$ cat config.mk
export PLATFORM = sky130hd
export DESIGN_NAME = rwts_row_divider
export DESIGN_NICKNAME = d
export VERILOG_FILES = /design/src/rtl/core/rwts_pkg.sv /design/src/rtl/core/rwts_row_divider.sv
export SDC_FILE = /design/constraint.sdc
export NUM_CORES = 1
export LEC_CHECK = 0
export ABC_AREA = 1
export ABC_CLOCK_PERIOD_IN_PS = 2100
export BUFFER_PORTS_ARGS = -buffer_cell sky130_fd_sc_hd__buf_2
export CAP_MARGIN = 40
export CORE_MARGIN = 5
export CORE_UTILIZATION = 40
export CTS_CLUSTER_DIAMETER = 100
export DETAILED_ROUTE_END_ITERATION = 6
export PLACE_DENSITY = 0.6
export SETUP_SLACK_MARGIN = 0.5
export SLEW_MARGIN = 20
export SYNTH_ARGS = -nofsm -noshare
export SYNTH_HDL_FRONTEND = slang
export SYNTH_SLANG_ARGS = --single-unit
$ cat constraint.sdc
create_clock -name clk -period 2.1 [get_ports clk]
set_input_delay 0.21 -clock clk [delete_from_list [all_inputs] [get_ports clk]]
set_output_delay 0.21 -clock clk [all_outputs]
set_load 0.05 [all_outputs]
$ cat src/rtl/core/rwts_pkg.sv
// shared types and constants for the raycast wall texel shader
package rwts_pkg;

    // item action codes
    typedef enum logic [1:0] {
        ACT_WRITE  = 2'd0,
        ACT_COLUMN = 2'd1,
        ACT_ROW    = 2'd2,
        ACT_NONE   = 2'd3
    } action_t;

    localparam int TEX_W  = 3;   // texture number width
    localparam int D_W    = 14;  // signed row offset width
    localparam int MAG_W  = 12;  // magnitude of halved row offset
    localparam int HALF_W = 11;  // half of line height

    localparam logic [23:0] HALF_MASK = 24'd8355711;
    localparam logic [23:0] BLACK     = 24'h000000;

    // request to the row divider
    typedef struct packed {
        logic              start;
        logic              neg;
        logic [MAG_W-1:0]  mag;
        logic [HALF_W-1:0] half;
    } div_ctrl_t;

    // answer from the row divider
    typedef struct packed {
        logic done;
        logic in_range;
    } div_status_t;

endpackage

$ cat src/rtl/core/rwts_row_divider.sv
// bit-serial divider that turns the halved row offset into a texel row
module rwts_row_divider #(
    parameter int TEXTURE_SIZE = 64
) (
    input  logic                                 clk,
    input  logic                                 rst_n,
    input  rwts_pkg::div_ctrl_t                  ctrl,
    output rwts_pkg::div_status_t                status,
    output logic [$clog2(TEXTURE_SIZE)-2:0]      texel_row
);
    import rwts_pkg::*;

    localparam int LOG_SIZE = $clog2(TEXTURE_SIZE);
    localparam int QW       = LOG_SIZE - 1;
    localparam int CW       = $clog2(LOG_SIZE);

    typedef enum logic [1:0] {
        D_IDLE = 2'b01,
        D_RUN  = 2'b10
    } div_state_t;

    div_state_t        state_reg, state_next;
    logic [CW-1:0]     cnt_reg, cnt_next;
    logic [HALF_W-1:0] rem_reg, rem_next;
    logic [HALF_W-1:0] half_reg, half_next;
    logic [QW-1:0]     quo_reg, quo_next;
    logic              neg_reg, neg_next;
    logic              done_reg, done_next;
    logic              range_reg, range_next;

    logic [HALF_W:0]   rem2;
    logic              ge;

    always_comb
    begin
        rem2       = {rem_reg, 1'b0};
        ge         = rem2 >= {1'b0, half_reg};
        state_next = state_reg;
        cnt_next   = cnt_reg;
        rem_next   = rem_reg;
        half_next  = half_reg;
        quo_next   = quo_reg;
        neg_next   = neg_reg;
        done_next  = 1'b0;
        range_next = range_reg;
        case (state_reg)
            D_IDLE:
            begin
                if (ctrl.start)
                begin
                    half_next = ctrl.half;
                    neg_next  = ctrl.neg;
                    quo_next  = '0;
                    // quotient reaches half the texture exactly when mag >= half
                    if (ctrl.mag >= {1'b0, ctrl.half})
                    begin
                        done_next  = 1'b1;
                        range_next = 1'b0;
                    end
                    else
                    begin
                        rem_next   = ctrl.mag[HALF_W-1:0];
                        cnt_next   = CW'(QW - 1);
                        state_next = D_RUN;
                    end
                end
            end
            D_RUN:
            begin
                rem_next = ge ? HALF_W'(rem2 - {1'b0, half_reg}) : rem2[HALF_W-1:0];
                quo_next = {quo_reg[QW-2:0], ge};
                cnt_next = cnt_reg - 1'b1;
                if (cnt_reg == '0)
                begin
                    done_next  = 1'b1;
                    // a negative offset only lands on the texture when it truncates to zero
                    range_next = neg_reg ? (quo_next == '0) : 1'b1;
                    state_next = D_IDLE;
                end
            end
            default:
            begin
                state_next = D_IDLE;
            end
        endcase
    end

    always_ff @(posedge clk or negedge rst_n)
    begin
        if (!rst_n)
        begin
            state_reg <= D_IDLE;
            cnt_reg   <= '0;
            done_reg  <= 1'b0;
            range_reg <= 1'b0;
        end
        else
        begin
            state_reg <= state_next;
            cnt_reg   <= cnt_next;
            done_reg  <= done_next;
            range_reg <= range_next;
        end
    end

    always_ff @(posedge clk)
    begin
        rem_reg  <= rem_next;
        half_reg <= half_next;
        quo_reg  <= quo_next;
        neg_reg  <= neg_next;
    end

    assign status.done     = done_reg;
    assign status.in_range = range_reg;
    assign texel_row       = quo_reg;

    a_start_idle: assert property (@(posedge clk) disable iff (!rst_n)
        ctrl.start |-> state_reg == D_IDLE)
        else $error("divider started while busy");

    a_done_idle: assert property (@(posedge clk) disable iff (!rst_n)
        done_reg |-> state_reg == D_IDLE)
        else $error("divider done while still running");

    a_state_onehot: assert property (@(posedge clk) disable iff (!rst_n)
        $onehot(state_reg))
        else $error("divider state not one-hot");

endmodule

Word level (Yosys, flattened, before mapping)
Cells that the tools add are included.
{"block": "totals", "register_bits": 35, "latchBits": 0, "ramBits": 0, "mem_bits_ro": 0, "n_memories": 0}
{"block": "op_classes", "n_addsub": 2, "n_mul": 0, "div_mod_pow": 0, "magnitude_cmp": 2, "eq_ne": 6, "shift": 0, "muxes": 22, "n_bitwise": 0, "reduce_logical": 8}
{"cell": "$mux W11", "n": 3}
{"cell": "$ge A12 B11 Y1", "n": 2}
{"cell": "$pmux W11 S2", "n": 1}
{"cell": "$sub A11 B11 Y11", "n": 1}
{"cell": "$pmux W5 S2", "n": 1}
{"cell": "$ne A2 B2 Y1 const B", "n": 4}
{"cell": "$mux W1", "n": 7}
{"cell": "$mux W2", "n": 3}
{"cell": "$mux W3", "n": 2}
{"cell": "$pmux W3 S2", "n": 1}
{"cell": "$reduce_and A3 Y1", "n": 2}
{"cell": "$logic_not A5 Y1", "n": 1}
{"cell": "$mux W5", "n": 1}
{"cell": "$pmux W1 S2", "n": 2}
{"cell": "$pmux W2 S2", "n": 1}
{"cell": "$reduce_and A2 Y1", "n": 2}
{"cell": "$reduce_and A4 Y1", "n": 1}
{"cell": "$logic_not A3 Y1", "n": 1}
{"cell": "$sub A3 B1 Y3 const B", "n": 1}
{"cell": "$eq A2 B1 Y1 const B", "n": 1}
{"cell": "$eq A2 B2 Y1 const B", "n": 1}
{"cell": "$reduce_bool A2 Y1", "n": 1}

Longest topological paths before layout
{"block": "depth", "ltp_word": 5, "mapped_depth": 14, "depth_no_buf": 14}

Worst setup path after synthesis
OpenSTA, ideal clock, no wires.
{"block": "synth_path", "kind": "register to register", "startpoint": "register rem_reg[0]", "endpoint": "register rem_reg[6], data pin", "arrival_ns": 1.635, "path_slack_ns": 0.212, "path_stages_with_launch": 11, "n_path_buf": 1, "cell_sequence": "edfxtp_1 -> ha_1 -> ha_1 -> nand3_1 -> nand3_1 -> nand3_2 -> nand3_2 -> buf_6 -> or2_1 -> nand3_1 -> nand2_1"}
{"block": "synth_via", "elab_chain_len": 3, "word_cells_on_any_way": 4}
{"element": "from (decl)", "line_no": "rwts_row_divider.sv:24", "source": "logic [HALF_W-1:0] rem_reg, rem_next;"}
{"element": "from (signal assigned)", "line_no": "rwts_row_divider.sv:108", "source": "rem_reg <= rem_next;"}
{"element": "$sub A11 B11 Y11 or $ge A12 B11 Y1 (tied branches)", "line_no": "rwts_row_divider.sv:70, rwts_row_divider.sv:37"}
{"element": "$mux W11 *", "line_no": "rwts_row_divider.sv:70", "source": "rem_next = ge ? HALF_W'(rem2 - {1'b0, half_reg}) : rem2[HALF_W-1:0];"}
{"element": "$pmux W11 S2 *", "line_no": "rwts_row_divider.sv:46", "source": "case (state_reg)"}
{"element": "named net rem_next[6]", "line_no": "rwts_row_divider.sv:24"}
The timed path passes the listed nets; every way through them passes the cells marked *.
A chain may end at the register's enable or synchronous reset.

Worst setup path in the final report
{"block": "layout_path", "startpoint": "register half_reg[1]", "endpoint": "register rem_reg[5], data pin"}
{"block": "layout_via", "elab_chain_len": 3, "word_cells_on_any_way": 4}
{"element": "from (decl)", "line_no": "rwts_row_divider.sv:25", "source": "logic [HALF_W-1:0] half_reg, half_next;"}
{"element": "from (signal assigned)", "line_no": "rwts_row_divider.sv:109", "source": "half_reg <= half_next;"}
{"element": "$sub A11 B11 Y11 or $ge A12 B11 Y1 (tied branches)", "line_no": "rwts_row_divider.sv:70, rwts_row_divider.sv:37"}
{"element": "$mux W11 *", "line_no": "rwts_row_divider.sv:70"}
{"element": "$pmux W11 S2 *", "line_no": "rwts_row_divider.sv:46"}
{"element": "named net rem_next[5]", "line_no": "rwts_row_divider.sv:24"}
Marked as above.

==> summary by stage <==
Run status
The run finished with clean final reports.

Worst setup path
Data on the critical path is required at its endpoint by around 2.2 ns. The maximum fanout along the worst path is 20. The depth of the worst register-to-register path is 11.

By startpoint and endpoint, the worst setup path is classified as reg2reg. For this run, the slowest stage of the critical path takes 0.43 ns. The critical path data arrival time is around 2 ns.

The endpoint type of the worst setup path is a register. The startpoint identified for the worst register-to-register timing path is half_reg[1]$_DFFE_PP_. The category of cells accounting for the largest share of critical-path delay is simple AND/OR/NAND/NOR gates. The signal on the critical path passes through inv_2 -> ha_4 -> ha_4 -> nand3_2 -> nand3_2 -> nand3_2 -> nand3_2 -> buf_12 -> or2_1 -> nand3_1 -> nand2_1. The slowest cell on the critical path is sky130_fd_sc_hd__edfxtp_1.

In this run the number of cells on the critical path is 11. In this design, the critical path's most frequently occurring cell is sky130_fd_sc_hd__nand3_2. The combined buffer and inverter count along the critical path is 2. The critical path startpoint category is a register.

In this run the worst setup path begins at half_reg[1]$_DFFE_PP_.

Global route
The sum of overflow across all layers after global routing is 0. The first global-routing pass estimated 8910 microns of wire. The maximum number of pins on one net before global-route repair is 21. Across every metal layer, demand over resource in global routing totals 14.7%. The number of global-route vias before repair is 1993. The number of antenna violations at the first check in global routing is 0.

Timing
The worst pin sits at a relative slew slack of 83.7%. The achievable frequency is a little over 500 MHz. Setup repair after global routing could not meet its margin everywhere. The clock tree skew after final layout is 0.00523 ns. The total count of max-transition violations in the final report is 0. The sum of negative setup slack is 0 ns.

The worst path in the final design needs a cycle of between 1.5 and 2 ns, including I/O delays and setup. The post-layout worst setup margin is 0.163 ns. At the pin with the least slew margin, the transition time is between 0.2 and 0.25 ns. The worst hold margin is 0.0931 ns. The final-report hold violation count is 0. The post-route fraction of the period consumed by the critical path is between 90% and 100%. Setup violations remaining at the end of the flow were counted as 0.

Logic synthesis
Counting flops with an async set or reset pin after synthesis yields a share of between 20% and 30%. The netlist uses 32 different library cells. The post-synthesis area per instance is 7.98 sq um. The Yosys step of the flow raised 0 warnings. In the synthesized netlist, the number of instances is 312.

The register bit total from synthesis is 35. Yosys mapped a number of flops with a built-in enable equal to 28. The synthesized netlist occupies a cell area of about 2500 sq um. The top flip-flop cell by instance count after synthesis is sky130_fd_sc_hd__edfxtp_1. After synthesis, flip-flops and latches occupy 40.9% of the total area. The number of nets handed over by synthesis was 366.

Floorplan
The floorplan step set the die height to just under 90 microns. The floorplan step defined a die boundary enclosing slightly below 8000 sq um. The effective utilization at floorplan is 41.6%. The placeable core area is 5990 sq um. The floorplan row count is 28. In this run the horizontal extent of the chip is 88.9 microns. The count of boundary I/O pins is 34.

Power and ir drop
The worst-case IR drop observed on VDD is 0.828 mV. The leakage dissipation is between 0.0015 and 0.002 uW. Dividing total power by cell area gives a power density of 1300 nW/um^2. After layout, the design draws a total of just over 4000 uW.

CTS
The clock buffer count from CTS is 5. The TritonCTS sink count is 35. No sink is reached through more buffers than the 2 on the longest clock path.

The latest clock arrival within the worst-skew pair is 0.29 ns. The H-tree depth is 2. TritonCTS built the clock tree.

The library cell used as clock root buffer is sky130_fd_sc_hd__clkbuf_8. Clock-pin slew was measured on the worst setup and hold paths at 0.07 ns.

Finish
The core utilization of the finished layout is approximately 52%. The area added between synthesis and finish is 24.3%. The total number of nets in the final design is 415. 0 antenna diodes ended up in the layout.

Of the cells placed in the final design, the portion with a size suffix greater than 1 is between 20 and 25%.

Placed design
Summed over all nets, the half-perimeter wirelength after detailed placement is 4250 microns. At the placement stage, the worst setup path has a slack of approximately 0.16 ns. Routability-driven placement finished with a final weighted congestion of 0.854.

Buffers placed on the I/O ports in this run total 33.

Hold path
The class of the tightest hold or removal check is in2reg. The startpoint identified for the worst hold timing path is ctrl[23]. Counting instances, the worst hold path has a depth of 1.

Drt
The number of iterations in the first detailed-routing pass is 6. Once detail routing completed, the nets flagged for antenna violations numbered 0. The final routed DRC violation total is 0. In the final routed layout, each cell accounts on average for ~12 microns. Dividing the detail-routed via count by the number of cells gives 4.73. The overall routed net length is 5420 microns. The iteration-0 DRC count of the detailed router is 112. Detailed routing inserted a total of slightly above 2000 vias.

Flow run
The number of max-cap violations is 0.
## layout make-up
type / count / area (sq um)
sequential: 35 / 1020
tap: 75 / 93.8
clock buffer: 6 / 72.6
fill: 556 / 2900
inverter: 56 / 215
clock inverter: 2 / 11.3
multi-input combinational: 213 / 1380
timing repair buffer: 50 / 308
## power breakdown
part           internal (uW)  total [uW]  switching [uW]
sequential              1060        1210             144
clock                    232         477             244
combinational            939        2340            1400
total                   2240        4030            1790
## cell usage in the layout (no fill, tap or decap), types with 3 or more instances in the layout
cell type,instances
sky130_fd_sc_hd__dfrtp_1,6
sky130_fd_sc_hd__o21ai_1,7
sky130_fd_sc_hd__buf_4,15
sky130_fd_sc_hd__clkbuf_8,5
sky130_fd_sc_hd__nand4_1,3
sky130_fd_sc_hd__edfxtp_1,28
sky130_fd_sc_hd__or2_1,4
sky130_fd_sc_hd__nor2_1,18
sky130_fd_sc_hd__inv_2,4
sky130_fd_sc_hd__nand2_1,89
sky130_fd_sc_hd__xor2_1,4
sky130_fd_sc_hd__nand3_2,5
sky130_fd_sc_hd__inv_1,51
sky130_fd_sc_hd__ha_4,9
sky130_fd_sc_hd__nand2_2,5
sky130_fd_sc_hd__buf_2,33
sky130_fd_sc_hd__a21oi_1,11
sky130_fd_sc_hd__nand3_1,18
sky130_fd_sc_hd__o21ai_0,6
sky130_fd_sc_hd__ha_1,16
## final timing paths
| check | slack (ns) | end |
|---|---|---|
| min in group asynchronous | 0.28 | cnt_reg[0]$_DFFE_PN0P_ |
| hold reg to reg | 0.49 | cnt_reg[1]$_DFFE_PN0P_ |
| setup / recovery | 0.16 | rem_reg[5]$_DFFE_PP_ |
| setup reg to reg | 0.16 | rem_reg[5]$_DFFE_PP_ |
| hold / removal | 0.09 | neg_reg$_DFFE_PP_ |
| max in group asynchronous | 1.59 | state_reg[0]$_DFFE_PN1P_ |
## layer usage
layer,global-route usage (%),up-vias,share of wire [%]
li1,-,1093,-
met1,20.1,944,50
met2,23.3,24,47
met3,2.49,6,2.3
met4,5.36,0,1.3
met5,0,-,0
## metrics by stage
step	cells	instance area, sq um
2_1_floorplan	312	2590
3_3_place_gp	424	2900
3_5_place_dp	424	2900
4_1_cts	435	3030
5_1_grt	437	3090
6_report	437	3090
## cell usage after synthesis (2+ instances only)
master | n | area share (%)
sky130_fd_sc_hd__a21oi_1 | 12 | 2.4
sky130_fd_sc_hd__dfrtp_1 | 6 | 6.0
sky130_fd_sc_hd__nand3_2 | 2 | 0.80
sky130_fd_sc_hd__o21ai_0 | 7 | 1.4
sky130_fd_sc_hd__xnor2_1 | 2 | 0.70
sky130_fd_sc_hd__buf_4 | 3 | 0.90
sky130_fd_sc_hd__clkbuf_1 | 2 | 0.30
sky130_fd_sc_hd__o21ai_1 | 6 | 1.2
sky130_fd_sc_hd__nand3_1 | 21 | 4.2
sky130_fd_sc_hd__nand4_1 | 3 | 0.75
sky130_fd_sc_hd__nand2_1 | 93 | 14
sky130_fd_sc_hd__inv_1 | 56 | 8.4
sky130_fd_sc_hd__nor2_1 | 19 | 2.9
sky130_fd_sc_hd__edfxtp_1 | 28 | 34
sky130_fd_sc_hd__or2_1 | 4 | 1.0
sky130_fd_sc_hd__ha_1 | 26 | 13
sky130_fd_sc_hd__xor2_1 | 4 | 1.4
sky130_fd_sc_hd__a21oi_2 | 3 | 1.1
sky130_fd_sc_hd__a21o_1 | 2 | 0.60
## cell families after synthesis
family	share of synthesized area [%]
flops	40.9
buf+inv	10.5
xor+xnor	2.11
compound gates	7.54
fa+ha+maj	13.9
simple gates	25.2
## repair_timing
| action | in CTS | in global routing |
|---|---|---|
| endpoints found under the hold margin | 7 | 0 |
| resized for setup | 4 | 13 |
| cloned | 0 | 0 |
| hold buffers | 1 | 0 |
| buffers inserted | 2 | 2 |
| setup endpoints to repair | 14 | 29 |
| pin swaps | 1 | 3 |
No activity file was read; power rests on OpenSTA's default activity.
